File: src/hw/rtl/teleinfo_frame_checker_assert.svh
// assertion macros shared by the frame checker modules
`ifndef TELEINFO_FRAME_CHECKER_ASSERT_SVH
`define TELEINFO_FRAME_CHECKER_ASSERT_SVH

// property checked at every clock edge outside reset
`define TFC_ASSERT(lbl, clk, rst_n, prop, msg) \
  lbl: assert property (@(posedge clk) disable iff (!rst_n) (prop)) else $error(msg);

// implication checked at every clock edge outside reset
`define TFC_ASSERT_IMP(lbl, clk, rst_n, ante, cons, msg) \
  lbl: assert property (@(posedge clk) disable iff (!rst_n) (ante) |-> (cons)) \
    else $error(msg);

`endif

File: src/hw/rtl/tfc_pkg.sv
// shared types and constants of the frame checker
`default_nettype none

package tfc_pkg;

  localparam logic [6:0] CH_STX   = 7'h02;
  localparam logic [6:0] CH_ETX   = 7'h03;
  localparam logic [6:0] CH_LF    = 7'h0A;
  localparam logic [6:0] CH_CR    = 7'h0D;
  localparam logic [6:0] SUM_BIAS = 7'd32;

  localparam logic [5:0] MIN_BODY  = 6'd3;
  localparam logic [5:0] BODY_SAT  = 6'd63;
  localparam logic [5:0] LEN_RESET = 6'd40;

  localparam logic KIND_GROUP = 1'b0;
  localparam logic KIND_FRAME = 1'b1;

  typedef enum logic [2:0] {
    CLS_OTHER = 3'd0,
    CLS_STX   = 3'd1,
    CLS_ETX   = 3'd2,
    CLS_LF    = 3'd3,
    CLS_CR    = 3'd4
  } char_class_t;

  typedef enum logic [1:0] {
    ST_OK        = 2'd0,
    ST_MISMATCH  = 2'd1,
    ST_MALFORMED = 2'd2
  } grp_status_t;

  typedef struct packed {
    logic [6:0]  ch;
    char_class_t cls;
  } item_t;

  // write side of the queue
  typedef struct packed {
    logic  valid;
    item_t data;
  } q_wr_t;

  // read side of the queue
  typedef struct packed {
    logic  valid;
    item_t data;
  } q_rd_t;

  typedef struct packed {
    logic        kind;
    logic [4:0]  idx;
    grp_status_t status;
    logic        frame_ok;
    logic [4:0]  count;
  } result_t;

endpackage

`default_nettype wire

File: src/hw/rtl/tfc_out_if.sv
// result channel
`default_nettype none

interface tfc_out_if;
  logic       valid;
  logic       ready;
  logic       result_kind;
  logic [4:0] group_index;
  logic [1:0] group_status;
  logic       frame_ok;
  logic [4:0] group_count;

  modport source (output valid, output result_kind, output group_index,
                  output group_status, output frame_ok, output group_count,
                  input ready);
  modport sink (input valid, input result_kind, input group_index,
                input group_status, input frame_ok, input group_count,
                output ready);
endinterface

`default_nettype wire

File: src/hw/rtl/tfc_back.sv
// back stage: frame hunt, group checksum and result register
`default_nettype none
`include "teleinfo_frame_checker_assert.svh"

module tfc_back #(
  parameter int MAX_GROUPS = 32
) (
  input  wire logic       clk,
  input  wire logic       rst_n,
  input  tfc_pkg::q_rd_t  q_rd,
  output logic            q_pop,
  input  wire logic       cfg_wr_en,
  input  wire logic [5:0] cfg_wr_data,
  tfc_out_if.source       out_ch
);
  import tfc_pkg::*;

  localparam int CAP_INT = (MAX_GROUPS - 1 < 31) ? MAX_GROUPS - 1 : 31;
  localparam logic [4:0] GROUP_CAP = 5'(CAP_INT);

  logic [5:0] max_len_r;
  logic       frame_active_r, frame_active_nxt;
  logic       prev_etx_r, prev_etx_nxt;
  logic       in_group_r, in_group_nxt;
  logic [6:0] c1_r, c1_nxt;
  logic [6:0] c2_r, c2_nxt;
  logic [5:0] sum_r, sum_nxt;
  logic [5:0] len_r, len_nxt;
  logic [4:0] groups_r, groups_nxt;
  logic       ferr_r, ferr_nxt;
  logic       overlong_r, overlong_nxt;
  logic       out_valid_r, out_valid_nxt;
  result_t    out_r;
  result_t    res;
  logic       res_valid;
  logic [6:0] expect_ck;
  grp_status_t status;

  assign q_pop     = q_rd.valid && (!out_valid_r || out_ch.ready);
  assign expect_ck = {1'b0, sum_r} + SUM_BIAS;

  always_comb begin
    if ((len_r < MIN_BODY) || overlong_r) begin
      status = ST_MALFORMED;
    end else if (expect_ck != c1_r) begin
      status = ST_MISMATCH;
    end else begin
      status = ST_OK;
    end
  end

  always_comb begin
    frame_active_nxt = frame_active_r;
    prev_etx_nxt     = prev_etx_r;
    in_group_nxt     = in_group_r;
    c1_nxt           = c1_r;
    c2_nxt           = c2_r;
    sum_nxt          = sum_r;
    len_nxt          = len_r;
    groups_nxt       = groups_r;
    ferr_nxt         = ferr_r;
    overlong_nxt     = overlong_r;
    res_valid        = 1'b0;
    res              = '0;
    if (q_pop) begin
      prev_etx_nxt = q_rd.data.cls == CLS_ETX;
      if (!frame_active_r) begin
        // hunting for ETX then STX
        if (q_rd.data.cls == CLS_STX && prev_etx_r) begin
          frame_active_nxt = 1'b1;
          in_group_nxt     = 1'b0;
          groups_nxt       = '0;
          ferr_nxt         = 1'b0;
        end
      end else begin
        case (q_rd.data.cls)
          CLS_ETX: begin
            res_valid        = 1'b1;
            res.kind         = KIND_FRAME;
            res.frame_ok     = !ferr_r && !in_group_r;
            res.count        = groups_r;
            frame_active_nxt = 1'b0;
            in_group_nxt     = 1'b0;
          end
          CLS_LF: begin
            // an unfinished group is dropped
            if (in_group_r) begin
              ferr_nxt = 1'b1;
            end
            in_group_nxt = 1'b1;
            sum_nxt      = '0;
            len_nxt      = '0;
            c1_nxt       = '0;
            c2_nxt       = '0;
            overlong_nxt = 1'b0;
          end
          CLS_CR: begin
            if (in_group_r) begin
              res_valid    = 1'b1;
              res.kind     = KIND_GROUP;
              res.idx      = groups_r;
              res.status   = status;
              if (status != ST_OK) begin
                ferr_nxt = 1'b1;
              end
              if (groups_r < GROUP_CAP) begin
                groups_nxt = groups_r + 1'b1;
              end
              in_group_nxt = 1'b0;
            end
          end
          default: begin
            if (in_group_r) begin
              // sum lags two characters behind to skip separator and checksum
              if (len_r >= 6'd2) begin
                sum_nxt = sum_r + c2_r[5:0];
              end
              c2_nxt = c1_r;
              c1_nxt = q_rd.data.ch;
              if (len_r >= max_len_r) begin
                overlong_nxt = 1'b1;
              end
              if (len_r != BODY_SAT) begin
                len_nxt = len_r + 1'b1;
              end
            end
          end
        endcase
      end
    end
  end

  always_comb begin
    out_valid_nxt = out_valid_r;
    if (q_pop && res_valid) begin
      out_valid_nxt = 1'b1;
    end else if (out_ch.ready) begin
      out_valid_nxt = 1'b0;
    end
  end

  always_ff @(posedge clk) begin
    if (!rst_n) begin
      max_len_r      <= LEN_RESET;
      frame_active_r <= 1'b0;
      prev_etx_r     <= 1'b0;
      in_group_r     <= 1'b0;
      c1_r           <= '0;
      c2_r           <= '0;
      sum_r          <= '0;
      len_r          <= '0;
      groups_r       <= '0;
      ferr_r         <= 1'b0;
      overlong_r     <= 1'b0;
      out_valid_r    <= 1'b0;
    end else begin
      if (cfg_wr_en) begin
        max_len_r <= cfg_wr_data;
      end
      frame_active_r <= frame_active_nxt;
      prev_etx_r     <= prev_etx_nxt;
      in_group_r     <= in_group_nxt;
      c1_r           <= c1_nxt;
      c2_r           <= c2_nxt;
      sum_r          <= sum_nxt;
      len_r          <= len_nxt;
      groups_r       <= groups_nxt;
      ferr_r         <= ferr_nxt;
      overlong_r     <= overlong_nxt;
      out_valid_r    <= out_valid_nxt;
    end
  end

  always_ff @(posedge clk) begin
    if (q_pop && res_valid) begin
      out_r <= res;
    end
  end

  assign out_ch.valid        = out_valid_r;
  assign out_ch.result_kind  = out_r.kind;
  assign out_ch.group_index  = out_r.idx;
  assign out_ch.group_status = out_r.status;
  assign out_ch.frame_ok     = out_r.frame_ok;
  assign out_ch.group_count  = out_r.count;

  `TFC_ASSERT_IMP(a_hunt_no_group, clk, rst_n, !frame_active_r, !in_group_r,
                  "group open while hunting")
  `TFC_ASSERT_IMP(a_frame_fields, clk, rst_n, out_valid_r && out_r.kind == KIND_FRAME,
                  out_r.idx == '0 && out_r.status == ST_OK,
                  "frame result with group fields set")
  `TFC_ASSERT_IMP(a_group_fields, clk, rst_n, out_valid_r && out_r.kind == KIND_GROUP,
                  out_r.count == '0 && !out_r.frame_ok && out_r.status != 2'd3,
                  "group result with bad fields")
  `TFC_ASSERT(a_groups_cap, clk, rst_n, groups_r <= GROUP_CAP, "group count past cap")

endmodule

`default_nettype wire
File: src/flat_wrapper.sv
// flat-port wrapper written by rule: the top's interface ports become plain ports
module tfc_back_flat import tfc_pkg::*;
#(
  parameter int MAX_GROUPS = 32
)
  (clk, rst_n, q_rd, q_pop, cfg_wr_en, cfg_wr_data, out_ch_valid, out_ch_result_kind, out_ch_group_index, out_ch_group_status, out_ch_frame_ok, out_ch_group_count, out_ch_ready);
  tfc_out_if out_ch_i ();
  input  wire logic clk;
  input  wire logic rst_n;
  input  tfc_pkg::q_rd_t q_rd;
  output logic q_pop;
  input  wire logic cfg_wr_en;
  input  wire logic [5:0] cfg_wr_data;
  output wire logic [$bits(out_ch_i.valid)-1:0] out_ch_valid;
  output wire logic [$bits(out_ch_i.result_kind)-1:0] out_ch_result_kind;
  output wire logic [$bits(out_ch_i.group_index)-1:0] out_ch_group_index;
  output wire logic [$bits(out_ch_i.group_status)-1:0] out_ch_group_status;
  output wire logic [$bits(out_ch_i.frame_ok)-1:0] out_ch_frame_ok;
  output wire logic [$bits(out_ch_i.group_count)-1:0] out_ch_group_count;
  input wire logic [$bits(out_ch_i.ready)-1:0] out_ch_ready;
  assign out_ch_valid = out_ch_i.valid;
  assign out_ch_result_kind = out_ch_i.result_kind;
  assign out_ch_group_index = out_ch_i.group_index;
  assign out_ch_group_status = out_ch_i.group_status;
  assign out_ch_frame_ok = out_ch_i.frame_ok;
  assign out_ch_group_count = out_ch_i.group_count;
  assign out_ch_i.ready = out_ch_ready;
  tfc_back #(.MAX_GROUPS(MAX_GROUPS)) u_core (.clk(clk), .rst_n(rst_n), .q_rd(q_rd), .q_pop(q_pop), .cfg_wr_en(cfg_wr_en), .cfg_wr_data(cfg_wr_data), .out_ch(out_ch_i));
endmodule
File: config.mk
export PLATFORM = sky130hd
export DESIGN_NAME = tfc_back_flat
export DESIGN_NICKNAME = d
export VERILOG_FILES = /design/src/hw/rtl/tfc_pkg.sv /design/src/hw/rtl/tfc_out_if.sv /design/src/hw/rtl/tfc_back.sv /design/src/flat_wrapper.sv
export VERILOG_INCLUDE_DIRS = /design/src /design/src/hw/rtl
export SDC_FILE = /design/constraint.sdc
export NUM_CORES = 1
export LEC_CHECK = 0
export ABC_AREA = 1
export ABC_CLOCK_PERIOD_IN_PS = 1810
export BUFFER_PORTS_ARGS = -buffer_cell sky130_fd_sc_hd__buf_2
export CAP_MARGIN = 25
export CORE_AREA = 10 10 92 94
export CTS_CLUSTER_DIAMETER = 30
export CTS_CLUSTER_SIZE = 10
export DETAILED_ROUTE_END_ITERATION = 8
export DIE_AREA = 0 0 102 104
export PLACE_DENSITY = 0.59
export SLEW_MARGIN = 20
export SYNTH_ARGS = -nofsm -noshare
export SYNTH_HDL_FRONTEND = slang
export SYNTH_SLANG_ARGS = --single-unit
File: constraint.sdc
create_clock -name clk -period 1.81 [get_ports clk]
set_input_delay 0.181 -clock clk [delete_from_list [all_inputs] [get_ports clk]]
set_output_delay 0.181 -clock clk [all_outputs]
set_load 0.05 [all_outputs]
==> out/results.ini <==
[sta]
timing.setup.tns_ns = 0
holdWs_ns = 0.0858
skew_ns = 0.00651
slew_headroom_pct = 80.3
max_freq_ghz = 0.594
fin_crit_sh_pct = 93.0
grt_setup_unrepaired = false
setup_violations = 0
slew_viol_final = 0
tightest_slew_ns = 0.295
hold_viol_final = 0
fin_crit_ns = 1.68

[cts]
cts_buffer_depth = 2
cts_tree = yes
htree_levels = 2
clock-root-buffer = clkbuf_8
clkTransAtPathRegs_ns = 0.10
clock_latency_ns = 0.31
numCtsBuffers = 5
cts_sinks = 56

[finish]
nNetsFinal = 447
drive_above_1_share_pct = 16.0
num-fill-cells = 658
antenna_cells = 0
area_growth_pct = 16.1

[floorplan]
initial_utilization_pct = 42.9
die_w_um = 102
num_rows = 30
dieArea_um2 = 10600
die_h_um = 104
core_area_um2 = 6680
design.portCount = 37

[placed_design]
place_congestion = 0.830
dp_hpwl_um = 4610
port_buffers = 36

[critical_path]
critPathMaxStageDelay_ns = 0.46
critPathKind = reg -> reg
arrival_ns = 1.93
crit_slowest_cell = fa_1
cp.required_ns = 2.06
cp_common_cell = a21oi_1
crit_fanout = 3
cp-end-kind = flip-flop
crit_chain = ha_2 -> inv_1 -> fa_1 -> o21ai_1 -> a21oi_1 -> xnor2_1 -> nand2_1 -> a21oi_1
cp-start-kind = flip-flop

[yosys]
syn_area_um2 = 2870
synthCells = 368
async_reset_ff_share_pct = 0
yosys_most_used_dff = dfxtp_1
ys_types = 32
yosysTopAreaCell = dfxtp_1
post-synth-top-count-cell = nand2_1
synth_fp_nets = 404
synth_area_per_cell_um2 = 7.79
yosysSeqAreaShare_pct = 44.0
synth_top_area_share_pct = 29.3
yosys_warnings = 0
ys_top_cells_by_area = dfxtp_1, edfxtp_1, nand2_1
synth-seq-cells = 56
synthTopCellsByCount = nand2_1, inv_1, nor2_1
synth_edf_count = 14

[pwr]
p_leak_nw = 1.50
ir_drop_mv = 0.315
p_per_area_nw_per_um2 = 756

[route]
vias = 2413
routed_wirelength_um = 6280
post-route-drc-count = 0
wire_per_inst_um = 12.8
dr.pass1.iters = 5
drtIter0Drc = 75
postRouteAntennaNets = 0
via_per_inst = 4.90

[global_routing]
grt_max_degree = 22
antenna_found_initial = 0
grt_pass1_vias = 2186
grt_first_pass_wirelength_um = 10300
grt_use_total_pct = 11.7
overflow = 0

[worst_hold_path]
hold_class = in -> reg

[outcome]
status = finished, final reports clean

[flow_run]
max_cap_violations = 0

## power by group
group,total (W),internal (W),switching [W]
logic,0.000118,0.0000424,0.0000759
registers,0.00129,0.00129,0.00000418
clock network,0.00110,0.000692,0.000413
## area by class of cell
class / count / area, um2 / area share (%)
flip-flops and latches: 56 / 1260 / 38.0
repair buffers: 43 / 233 / 7.00
inverters: 56 / 220 / 6.62
clock inverters: 3 / 90.1 / 2.71
well taps: 80 / 100 / 3.01
clock buffers: 5 / 68.8 / 2.07
multi-input cells: 249 / 1350 / 40.6
## worst max-delay path: cells and delay by family (launching register included)
kind,cells,cell delay [ns]
xor+xnor,1,0.13
fa+ha+maj,2,0.65
simple gates,1,0.07
buf+inv,1,0.06
compound gates,3,0.37
flops,1,0.34
## cells in the final DEF, fill, tap and decap left out, drive strengths merged, types with 5 or more instances in the layout
master and count:
inv 54, ha 14, nand3 15, a21oi 42, nor3 8, buf 43
nand2 76, clkbuf 5, a211oi 8, edfxtp 14, xor2 6, o21ai 21
nor2 46, dfxtp 42
## per-layer routing
metal / global-route usage, % / up-vias / share of wire, %
met5: 0 / - / 0
met4: 3.33 / 0 / 0.84
met3: 3.12 / 4 / 4.3
met2: 19.1 / 36 / 47
met1: 14.7 / 1096 / 48
li1: - / 1277 / -
## registers in the layout, summed over array words and instances, names as in the netlist
name and flops:
u_core.out_ch.result_kind 1, u_core.c1_r 7, u_core.max_len_r 6, u_core.in_group_r 1, u_core.out_ch.group_status 2, u_core.out_ch.group_count 5
u_core.overlong_r 1, u_core.c2_r 6, u_core.ferr_r 1, u_core.prev_etx_r 1, u_core.sum_r 6, u_core.groups_r 5
u_core.frame_active_r 1, u_core.out_ch.frame_ok 1, u_core.out_ch.group_index 5, u_core.out_ch.valid 1, u_core.len_r 6
## logic make-up after synthesis
kind of cell | share of synthesized area, %
AO/OA/AOI/OAI | 13.5
XOR/XNOR | 3.06
adder cells (fa/ha/maj) | 6.81
buffers and inverters | 9.17
flip-flops | 44.0
AND/OR/NAND/NOR | 23.4
## worst paths after layout
kind / startpoint / endpoint / slack [ns] / depth (start not counted)
setup / recovery: u_core.c2_r[0] / u_core.sum_r[4] / 0.13 / 8
hold reg to reg: u_core.ferr_r / u_core.ferr_r / 0.46 / 2
setup reg to reg: u_core.c2_r[0] / u_core.sum_r[4] / 0.13 / 8
hold / removal: cfg_wr_data[3] / u_core.max_len_r[3] / 0.09 / 3
## timing repair
| item | 4_1_cts | 5_1_grt |
|---|---|---|
| endpoints found under the setup margin | 0 | 1 |
| hold endpoints to repair | 0 | 0 |
| buffers inserted | 0 | 1 |
| hold buffers | 0 | 0 |
| gates resized for setup | 0 | 3 |
## stage by stage
stage / power [W] / area [um2] / worst slack (ns) / instances / utilization (%)
after detailed placement: 0.00144 / 3160 / 0.0532 / 483 / 47.2
after global routing: 0.00260 / 3330 / 0.00740 / 492 / 49.8
final: 0.00251 / 3330 / 0.127 / 492 / 49.8
after floorplan: 0.00139 / 2880 / 0.0425 / 368 / -
after global placement: 0.00143 / 3160 / 0.106 / 483 / 47.2
after CTS: 0.00254 / 3310 / 0.0115 / 491 / 49.6
Note: power is estimated with default switching activity, not from simulation.
